$ cat src/rtl/tcr_pkg.sv
package tcr_pkg;

  localparam int LIT_COUNT   = 28;
  localparam int LIT_MAX_LEN = 8;
  localparam int POS_W       = $clog2(LIT_MAX_LEN);

  typedef logic [7:0]           byte_t;
  typedef logic [POS_W-1:0]     pos_t;
  typedef logic [LIT_COUNT-1:0] lit_vec_t;

  // bits 0-5 keywords, 6-19 operators, 20-27 specials
  localparam lit_vec_t KW_MASK = lit_vec_t'(28'h000003F);
  localparam lit_vec_t OP_MASK = lit_vec_t'(28'h00FFFC0);
  localparam lit_vec_t SP_MASK = lit_vec_t'(28'hFF00000);

  localparam byte_t NUL   = 8'h00;
  localparam byte_t QUOTE = 8'h27;

  localparam byte_t LIT_TEXT [LIT_COUNT][LIT_MAX_LEN] = '{
    '{"i", "n", "t", NUL, NUL, NUL, NUL, NUL},
    '{"c", "h", "a", "r", NUL, NUL, NUL, NUL},
    '{"r", "e", "t", "u", "r", "n", NUL, NUL},
    '{"i", "f", NUL, NUL, NUL, NUL, NUL, NUL},
    '{"e", "l", "s", "e", NUL, NUL, NUL, NUL},
    '{"w", "h", "i", "l", "e", NUL, NUL, NUL},
    '{"=", NUL, NUL, NUL, NUL, NUL, NUL, NUL},
    '{"!", NUL, NUL, NUL, NUL, NUL, NUL, NUL},
    '{"+", NUL, NUL, NUL, NUL, NUL, NUL, NUL},
    '{"-", NUL, NUL, NUL, NUL, NUL, NUL, NUL},
    '{"*", NUL, NUL, NUL, NUL, NUL, NUL, NUL},
    '{"/", NUL, NUL, NUL, NUL, NUL, NUL, NUL},
    '{"=", "=", NUL, NUL, NUL, NUL, NUL, NUL},
    '{"!", "=", NUL, NUL, NUL, NUL, NUL, NUL},
    '{"<", NUL, NUL, NUL, NUL, NUL, NUL, NUL},
    '{">", NUL, NUL, NUL, NUL, NUL, NUL, NUL},
    '{"<", "=", NUL, NUL, NUL, NUL, NUL, NUL},
    '{">", "=", NUL, NUL, NUL, NUL, NUL, NUL},
    '{"&", "&", NUL, NUL, NUL, NUL, NUL, NUL},
    '{"|", "|", NUL, NUL, NUL, NUL, NUL, NUL},
    '{"[", NUL, NUL, NUL, NUL, NUL, NUL, NUL},
    '{"]", NUL, NUL, NUL, NUL, NUL, NUL, NUL},
    '{"(", NUL, NUL, NUL, NUL, NUL, NUL, NUL},
    '{")", NUL, NUL, NUL, NUL, NUL, NUL, NUL},
    '{"{", NUL, NUL, NUL, NUL, NUL, NUL, NUL},
    '{"}", NUL, NUL, NUL, NUL, NUL, NUL, NUL},
    '{";", NUL, NUL, NUL, NUL, NUL, NUL, NUL},
    '{",", NUL, NUL, NUL, NUL, NUL, NUL, NUL}
  };

  localparam pos_t LIT_LEN [LIT_COUNT] = '{
    3'd3, 3'd4, 3'd6, 3'd2, 3'd4, 3'd5,
    3'd1, 3'd1, 3'd1, 3'd1, 3'd1, 3'd1, 3'd2, 3'd2,
    3'd1, 3'd1, 3'd2, 3'd2, 3'd2, 3'd2,
    3'd1, 3'd1, 3'd1, 3'd1, 3'd1, 3'd1, 3'd1, 3'd1
  };

  localparam pos_t POS_MAX = '1;

  typedef enum logic [2:0] {
    TC_KEYWORD  = 3'd0,
    TC_OPERATOR = 3'd1,
    TC_SPECIAL  = 3'd2,
    TC_IDENT    = 3'd3,
    TC_NUMBER   = 3'd4,
    TC_CHAR_LIT = 3'd5,
    TC_ERROR    = 3'd6
  } tclass_t;

  typedef struct packed {
    lit_vec_t literal_match;
    pos_t     char_position;
    logic     ident_ok;
    logic     digits_ok;
    logic     opens_with_quote;
  } scan_state_t;

  localparam scan_state_t SCAN_RESET = '{
    literal_match:    '1,
    char_position:    '0,
    ident_ok:         1'b1,
    digits_ok:        1'b1,
    opens_with_quote: 1'b0
  };

  typedef struct packed {
    logic full_kw;
    logic full_op;
    logic full_sp;
    logic id_now;
    logic num_now;
    logic quote_close;
  } scan_flags_t;

endpackage

$ cat src/rtl/tcr_scan.sv
module tcr_scan (
  input  tcr_pkg::scan_state_t cur,
  input  tcr_pkg::byte_t       ch,
  input  logic                 last,
  output tcr_pkg::scan_state_t nxt,
  output tcr_pkg::scan_flags_t flags
);
  import tcr_pkg::*;

  lit_vec_t hit;
  lit_vec_t full;
  logic     is_alpha;
  logic     is_digit;
  logic     quote_first;
  pos_t     pos;

  assign pos = cur.char_position;

  // one compare per fixed literal, all in parallel
  always_comb begin
    for (int i = 0; i < LIT_COUNT; i++) begin
      hit[i]  = cur.literal_match[i] && (pos < LIT_LEN[i]) && (LIT_TEXT[i][pos] == ch);
      full[i] = hit[i] && (({1'b0, pos} + 4'd1) == {1'b0, LIT_LEN[i]});
    end
  end

  assign is_alpha    = ch inside {[8'd65:8'd90], [8'd97:8'd122], 8'd95};
  assign is_digit    = ch inside {[8'd48:8'd57]};
  assign quote_first = (pos == '0) ? (ch == QUOTE) : cur.opens_with_quote;

  assign flags.full_kw     = |(full & KW_MASK);
  assign flags.full_op     = |(full & OP_MASK);
  assign flags.full_sp     = |(full & SP_MASK);
  assign flags.id_now      = cur.ident_ok && (is_alpha || ((pos != '0) && is_digit));
  assign flags.num_now     = cur.digits_ok && is_digit;
  assign flags.quote_close = quote_first && (ch == QUOTE);

  // end of token puts the scanner back to its reset state
  always_comb begin
    if (last) begin
      nxt = SCAN_RESET;
    end else begin
      nxt.literal_match    = hit;
      nxt.char_position    = (pos == POS_MAX) ? POS_MAX : pos + pos_t'(1);
      nxt.ident_ok         = flags.id_now;
      nxt.digits_ok        = flags.num_now;
      nxt.opens_with_quote = quote_first;
    end
  end

endmodule

$ cat src/rtl/tcr_classify.sv
module tcr_classify (
  input  tcr_pkg::scan_flags_t flags,
  output tcr_pkg::tclass_t     cls
);
  import tcr_pkg::*;

  // priority pick over the class tests
  always_comb begin
    if (flags.full_kw) begin
      cls = TC_KEYWORD;
    end else if (flags.full_op) begin
      cls = TC_OPERATOR;
    end else if (flags.full_sp) begin
      cls = TC_SPECIAL;
    end else if (flags.id_now) begin
      cls = TC_IDENT;
    end else if (flags.num_now) begin
      cls = TC_NUMBER;
    end else if (flags.quote_close) begin
      cls = TC_CHAR_LIT;
    end else begin
      cls = TC_ERROR;
    end
  end

endmodule

$ cat src/rtl/token_class_recognizer_top.sv
// a token's final character passes the input register and then the result register, which
//   drives its class onto the result port
// throughput: one character per cycle, set by the single scan pass between the two registers;
//   a final character waits only while an earlier class sits on a stalled result port
// reset: synchronous rst empties both registers and returns the scan state to the start of
//   a token
module token_class_recognizer_top (
  input  logic       clk,
  input  logic       rst,
  input  logic       req_valid,
  output logic       req_stall,
  input  logic [7:0] ch,
  input  logic       last,
  output logic       res_valid,
  input  logic       res_stall,
  output logic [2:0] token_class
);
  import tcr_pkg::*;

  // input register: one request waiting for the scan pass
  logic  s1_valid;
  byte_t s1_ch;
  logic  s1_last;

  // per-token scan state, advanced once per scanned character
  scan_state_t state;
  scan_state_t state_next;
  scan_flags_t flags;
  tclass_t     cls;

  // result register
  tclass_t res_class;

  logic res_free;
  logic s1_adv;

  // result register can load when empty or being drained this cycle
  assign res_free = !res_valid || !res_stall;

  // a character that ends no token never needs the result register
  assign s1_adv = s1_valid && (!s1_last || res_free);

  // hold a new request only while the scanned one cannot move on
  assign req_stall = s1_valid && !s1_adv;

  tcr_scan u_scan (
    .cur   (state),
    .ch    (s1_ch),
    .last  (s1_last),
    .nxt   (state_next),
    .flags (flags)
  );

  tcr_classify u_classify (
    .flags (flags),
    .cls   (cls)
  );

  always_ff @(posedge clk) begin
    if (rst) begin
      s1_valid  <= 1'b0;
      res_valid <= 1'b0;
      state     <= SCAN_RESET;
    end else begin
      if (!req_stall) begin
        s1_valid <= req_valid;
      end
      if (s1_adv) begin
        state <= state_next;
      end
      if (res_free) begin
        res_valid <= s1_valid && s1_last;
      end
    end
  end

  // payload registers, no reset needed
  always_ff @(posedge clk) begin
    if (!req_stall && req_valid) begin
      s1_ch   <= ch;
      s1_last <= last;
    end
    if (res_free && s1_valid && s1_last) begin
      res_class <= cls;
    end
  end

  assign token_class = res_class;

endmodule
$ cat config.mk
export PLATFORM = sky130hd
export DESIGN_NAME = token_class_recognizer_top
export DESIGN_NICKNAME = d
export VERILOG_FILES = /design/src/rtl/tcr_pkg.sv /design/src/rtl/tcr_scan.sv /design/src/rtl/tcr_classify.sv /design/src/rtl/token_class_recognizer_top.sv
export SDC_FILE = /design/constraint.sdc
export NUM_CORES = 1
export LEC_CHECK = 0
export ABC_AREA = 1
export BUFFER_PORTS_ARGS = -buffer_cell sky130_fd_sc_hd__buf_2
export CORE_MARGIN = 1
export CORE_UTILIZATION = 60
export CTS_BUF_LIST = sky130_fd_sc_hd__clkbuf_16
export DETAILED_ROUTE_END_ITERATION = 8
export PLACE_DENSITY = 0.75
export SETUP_SLACK_MARGIN = 0.05
export SLEW_MARGIN = 20
export SYNTH_ARGS = -nofsm -noshare
export SYNTH_HDL_FRONTEND = slang
export SYNTH_SLANG_ARGS = --single-unit
$ cat constraint.sdc
create_clock -name clk -period 6 [get_ports clk]
set_input_delay 1.2 -clock clk [delete_from_list [all_inputs] [get_ports clk]]
set_output_delay 1.2 -clock clk [all_outputs]
set_load 0.1 [all_outputs]
After elaboration in Yosys (flattened, before gate mapping)
Memories as Yosys holds them, arrays and structs flattened.
Index checks and enable logic that the tools add are counted.
{"block": "word_totals", "regBits": 48, "romBits": 1792, "output_inout_bits": 5, "elab_cells": 270, "mem_count": 28}
{"block": "classes", "addsub": 2, "magnitude_cmp": 13, "n_eq_ne": 37, "n_mux": 64, "bitwise_logic": 1, "n_reduce_logical": 113}
{"name": "(no name shown)", "depth": 8, "word_bits": 8, "read_ports": 1, "rd_ports_with_merged_regs": 0, "write_ports": 0, "line_no": "tcr_scan.sv:22", "text": "hit[i] = cur.literal_match[i] && (pos < LIT_LEN[i]) && (LIT_TEXT[i][pos] == ch);"}
{"name": "(no name shown)", "depth": 8, "word_bits": 8, "read_ports": 1, "rd_ports_with_merged_regs": 0, "write_ports": 0, "line_no": "tcr_scan.sv:22"}
{"name": "(no name shown)", "depth": 8, "word_bits": 8, "read_ports": 1, "rd_ports_with_merged_regs": 0, "write_ports": 0, "line_no": "tcr_scan.sv:22"}
{"name": "(no name shown)", "depth": 8, "word_bits": 8, "read_ports": 1, "rd_ports_with_merged_regs": 0, "write_ports": 0, "line_no": "tcr_scan.sv:22"}
{"name": "(no name shown)", "depth": 8, "word_bits": 8, "read_ports": 1, "rd_ports_with_merged_regs": 0, "write_ports": 0, "line_no": "tcr_scan.sv:22"}
{"name": "(no name shown)", "depth": 8, "word_bits": 8, "read_ports": 1, "rd_ports_with_merged_regs": 0, "write_ports": 0, "line_no": "tcr_scan.sv:22"}
{"name": "22 more memories"}
{"operator": "$mux W8", "count": 56}
{"operator": "$eq A8 B8 Y1", "count": 28}
{"operator": "$logic_and A1 B1 Y1", "count": 97}
{"operator": "$mux W34", "count": 1}
{"operator": "$reduce_or A29 Y1", "count": 1}
{"operator": "$reduce_or A20 Y1", "count": 1}
{"operator": "$ge A8 B7 Y1 const B", "count": 2}
{"operator": "$le A8 B7 Y1 const B", "count": 2}
{"operator": "$reduce_or A14 Y1", "count": 1}
{"operator": "$eq A4 B3 Y1 const B", "count": 3}
{"operator": "$lt A3 B3 Y1 const B", "count": 3}
{"operator": "$eq A4 B2 Y1 const B", "count": 2}
{"operator": "$eq A8 B6 Y1 const B", "count": 1}
{"operator": "$eq A8 B7 Y1 const B", "count": 1}
{"operator": "$ge A8 B6 Y1 const B", "count": 1}
{"operator": "$le A8 B6 Y1 const B", "count": 1}
{"operator": "$mux W2", "count": 4}
{"operator": "$reduce_or A8 Y1", "count": 1}
{"operator": "$lt A3 B2 Y1 const B", "count": 2}
{"operator": "$reduce_bool A3 Y1", "count": 2}
{"operator": "$reduce_or A6 Y1", "count": 1}
{"operator": "$logic_not A1 Y1", "count": 5}
{"operator": "$add A3 B1 Y4 const B", "count": 1}
{"operator": "$eq A4 B1 Y1 const B", "count": 1}
{"operator": "other kinds (9)", "count": 12}

Depth between registers and ports, before layout
{"block": "logic_depth", "ltp_word": 10, "ltp_mapped": 17, "mapped_depth_nobuf": 16}

Modules after synthesis
A second synthesis with hierarchy kept.
{"block": "unflattened", "hier_cells": 584, "hier_area_um2": 3833.7}
{"mod": "tcr_scan", "n_inst": 1, "cells_per_inst": 387, "area_each_um2": 1941.9, "seq_area_each_um2": 0.0}
{"mod": "token_class_recognizer_top", "n_inst": 1, "cells_per_inst": 184, "area_each_um2": 1828.0, "seq_area_each_um2": 1081.0}
{"mod": "tcr_classify", "n_inst": 1, "cells_per_inst": 13, "area_each_um2": 63.8, "seq_area_each_um2": 0.0}

Worst setup path after synthesis
No wires, ideal clock.
{"block": "synth_path", "kind": "input port to output port", "startpoint": "input res_stall", "endpoint": "output req_stall", "t_arrival_ns": 2.665, "t_required_ns": 4.800, "setup_slack_ns": 2.135, "stages": 2, "n_path_buf": 0, "cell_sequence": "nand2_1 > nor2_1"}
{"block": "synth_between", "elab_chain_cells": 6}
{"element": "from (decl)", "line_no": "token_class_recognizer_top.sv:15", "text": "input logic res_stall,"}
{"element": "$logic_not A1 Y1", "line_no": "token_class_recognizer_top.sv:38", "text": "assign res_free = !res_valid || !res_stall;"}
{"element": "$logic_or A1 B1 Y1", "line_no": "token_class_recognizer_top.sv:38"}
{"element": "$logic_or A1 B1 Y1", "line_no": "token_class_recognizer_top.sv:41", "text": "assign s1_adv = s1_valid && (!s1_last || res_free);"}
{"element": "$logic_and A1 B1 Y1", "line_no": "token_class_recognizer_top.sv:41"}
{"element": "$logic_not A1 Y1", "line_no": "token_class_recognizer_top.sv:44", "text": "assign req_stall = s1_valid && !s1_adv;"}
{"element": "$logic_and A1 B1 Y1", "line_no": "token_class_recognizer_top.sv:44"}
{"element": "to (decl)", "line_no": "token_class_recognizer_top.sv:11", "text": "output logic req_stall,"}
Every way passes these cells.

Worst setup path after layout
Ends and elaborated chain as after synthesis.

==> qor.yml <==
worstSkewPairLatency_ps: 290
synth_nets: 616
hold_slack_ps: 471
worstSetupPathType: "in2out"
grt-ovfl-total: 0
dieHeight_um: 80.6
fin_crit_ps: 3200
pwr-share-comb_pct: 16.4
dp_cells: 663
syn_to_final_growth_pct: 6.18
synthFlopType: "dfxtp_1"
synth_area_leaders: "nand2_1 20%, dfxtp_1 19%, edfxtp_1 9.7%"
drtPass1Iterations: 5
start_kind: "input pin"
wl_met2_mm: 4.50
fin_setup_tns_ps: 0
p_switching_w: 0.000251
final-max-slew-violation-count: 0
via_per_inst: 5.82
drcViolationCount: 0
hold_end: "state[32]"
ant_nets: 0
fp-row-count: 28
n_antenna_cell: 0
hold_class: "reg2reg"
place_ws_ps: 2690
fin_cells: 671
antenna_found_initial: 0
hpwl_mm: 7.26
vias: 3908
cts_resized: 0
grt_pass1_vias: 3554
seq_power_share_pct: 42.5
wirelength_mm: 10.4
required_ps: 4800
synth_cell_types: 37
setup_viol: 0
p_sw_share_pct: 29.0
ys_ff_latch: 48
numCtsBuffers: 5
cts_hold_buf: 0
worst_pin_slew_ps: 1030
chipWidth_um: 80.6
finalCritPeriodShare_pct: 53.4
p_int_w: 0.000615
cts_sinks: 48
syn-instance-count: 592
rsz0062_at_grt: "no"
top_layer: "met4"
grt_usage_pct: 34.2
yosys_warnings: 0
end_kind: "primary output"
wl_met3_um: 991
drive_gt1_share_pct: 12.8
grt_start_max_net_pins: 29
syn_area_mm2: 0.00370
status: "finished clean"
layout_common_cells: "199 x nand2_1, 80 x nor2_1, 43 x nand3_1, 41 x inv_1, 36 x dfxtp_1"
power_density_mw_per_mm2: 220
post_drt_wl_per_cell_um: 15.4
pwr-share-clk_pct: 41.1
port_buffers: 17
avgSynthCellArea_um2: 6.26
worstPathArrival_ps: 2000
start_util_pct: 62.2
worstHoldStart: "state[32]"
r2r_start: "state[5]"
htree_levels: 2
synth_top_area_cell: "nand2_1"
r2r_cells: 10
fin_nets: 619
drtIter0Drc: 476
grt_pass1_wl_mm: 16.8
boundaryPins: 18
fmax_mhz: 312
core_mm2: 0.00596
clk_pin_slew_ps: 70
max-vdd-ir-drop_mv: 0.222
drt-met1-wl_mm: 4.64
cts_root_buf: "clkbuf_16"
yosysTopAreaCellShare_pct: 20.2
synth_edf_count: 12
r2r-end: "token_class[2]"
critPathMaxFanout: 3
finalInstanceArea_mm2: 0.00393
hold_depth: 2
finalWorstSetupSlack_ps: 2800
cts_tree: "done"
max-slew-margin-rel_pct: 31.4
max_cap_viol_count: 0
place.gp.congestion: 1.01
clock_path_buffers: 2
ff2ff_setup_slack_ps: 3120
hold_viol_final: 0
die_area_mm2: 0.00649
ys_seq_area_share_pct: 29.2
dpl_cell_area_mm2: 0.00374
leakage_nw: 1.97
clock_skew_ps: 6.29
synth-async-reset-ratio_pct: 0
postCtsSetupBuffers: 0
final_common_cell: "nand2_1"
==> how the worst max path moves through the flow <==
| stage | from | to | slack [ps] | cells past startpoint |
|---|---|---|---|---|
| 2_1_floorplan | res_stall | req_stall | 2130 | 2 |
| 3_3_place_gp | res_stall | state[2] | 2760 | 6 |
| 3_5_place_dp | res_stall | state[2] | 2690 | 6 |
| 4_1_cts | res_stall | req_stall | 2790 | 4 |
| 5_1_grt | res_stall | req_stall | 2720 | 4 |
| 6_report | res_stall | req_stall | 2800 | 4 |
==> through the flow <==
stage / power, W / utilization [%]
floorplan: 0.000480 / -
global placement: 0.000510 / 62.9
detailed placement: 0.000512 / 62.9
CTS: 0.000869 / 66.1
global route: 0.000899 / 66.1
finish: 0.000867 / 66.1
==> registers in the layout, summed over array words and instances, names as in the netlist <==
name	flops
s1_valid	1
s1_ch	8
s1_last	1
res_valid	1
token_class	3
state	34
==> logic make-up after synthesis <==
logic type | after synthesis | synth area share (%)
and+or+nand+nor | 384 | 46.5
buffers and inverters | 77 | 9.73
AOI/OAI and AO/OA | 69 | 10.2
DFF | 48 | 29.2
adders and majority gates | 11 | 3.71
xor gates and xnor gates | 3 | 0.709
==> Yosys cell counts, drive strengths merged, types with 2 or more instances <==
cell type	number
nand2	216
nor2	91
inv	53
nand3	50
dfxtp	36
o21ai	35
a21oi	24
nand4	15
buf	14
edfxtp	12
ha	11
clkbuf	8
nor3	5
nand3b	4
o211ai	3
o22ai	3
xor2	3
clkinv	2
==> critical path, stage by stage <==
cell and delay, ps:
buf_2 90, nand2_1 90, nor2_1 170, buf_2 450
==> power by group through the flow <==
stage,combinational (W),clock (W),sequential [W]
6_report,0.000142,0.000356,0.000368
5_1_grt,0.000159,0.000371,0.000369
4_1_cts,0.000139,0.000362,0.000367
3_5_place_dp,0.000138,0,0.000374
3_3_place_gp,0.000136,0,0.000374
2_1_floorplan,0.000110,0,0.000370
==> metal layers <==
metal  GRT usage (%)  vias to the layer above
met3            7.50                       26
li1                -                     1912
met1            45.4                     1764
met4            10.4                        0
met5               0                        -
met2            54.9                      206
==> layout make-up <==
cell class              instances  area, µm²
clock buffers                   6        150
clock inverters                 2       38.8
fillers                       545       2020
inverters                      55        214
multi-input cells             467       2260
flip-flops and latches         48       1080
well taps                      75       93.8
repair buffers                 18       92.6
Note: power is estimated with default switching activity, not from simulation.
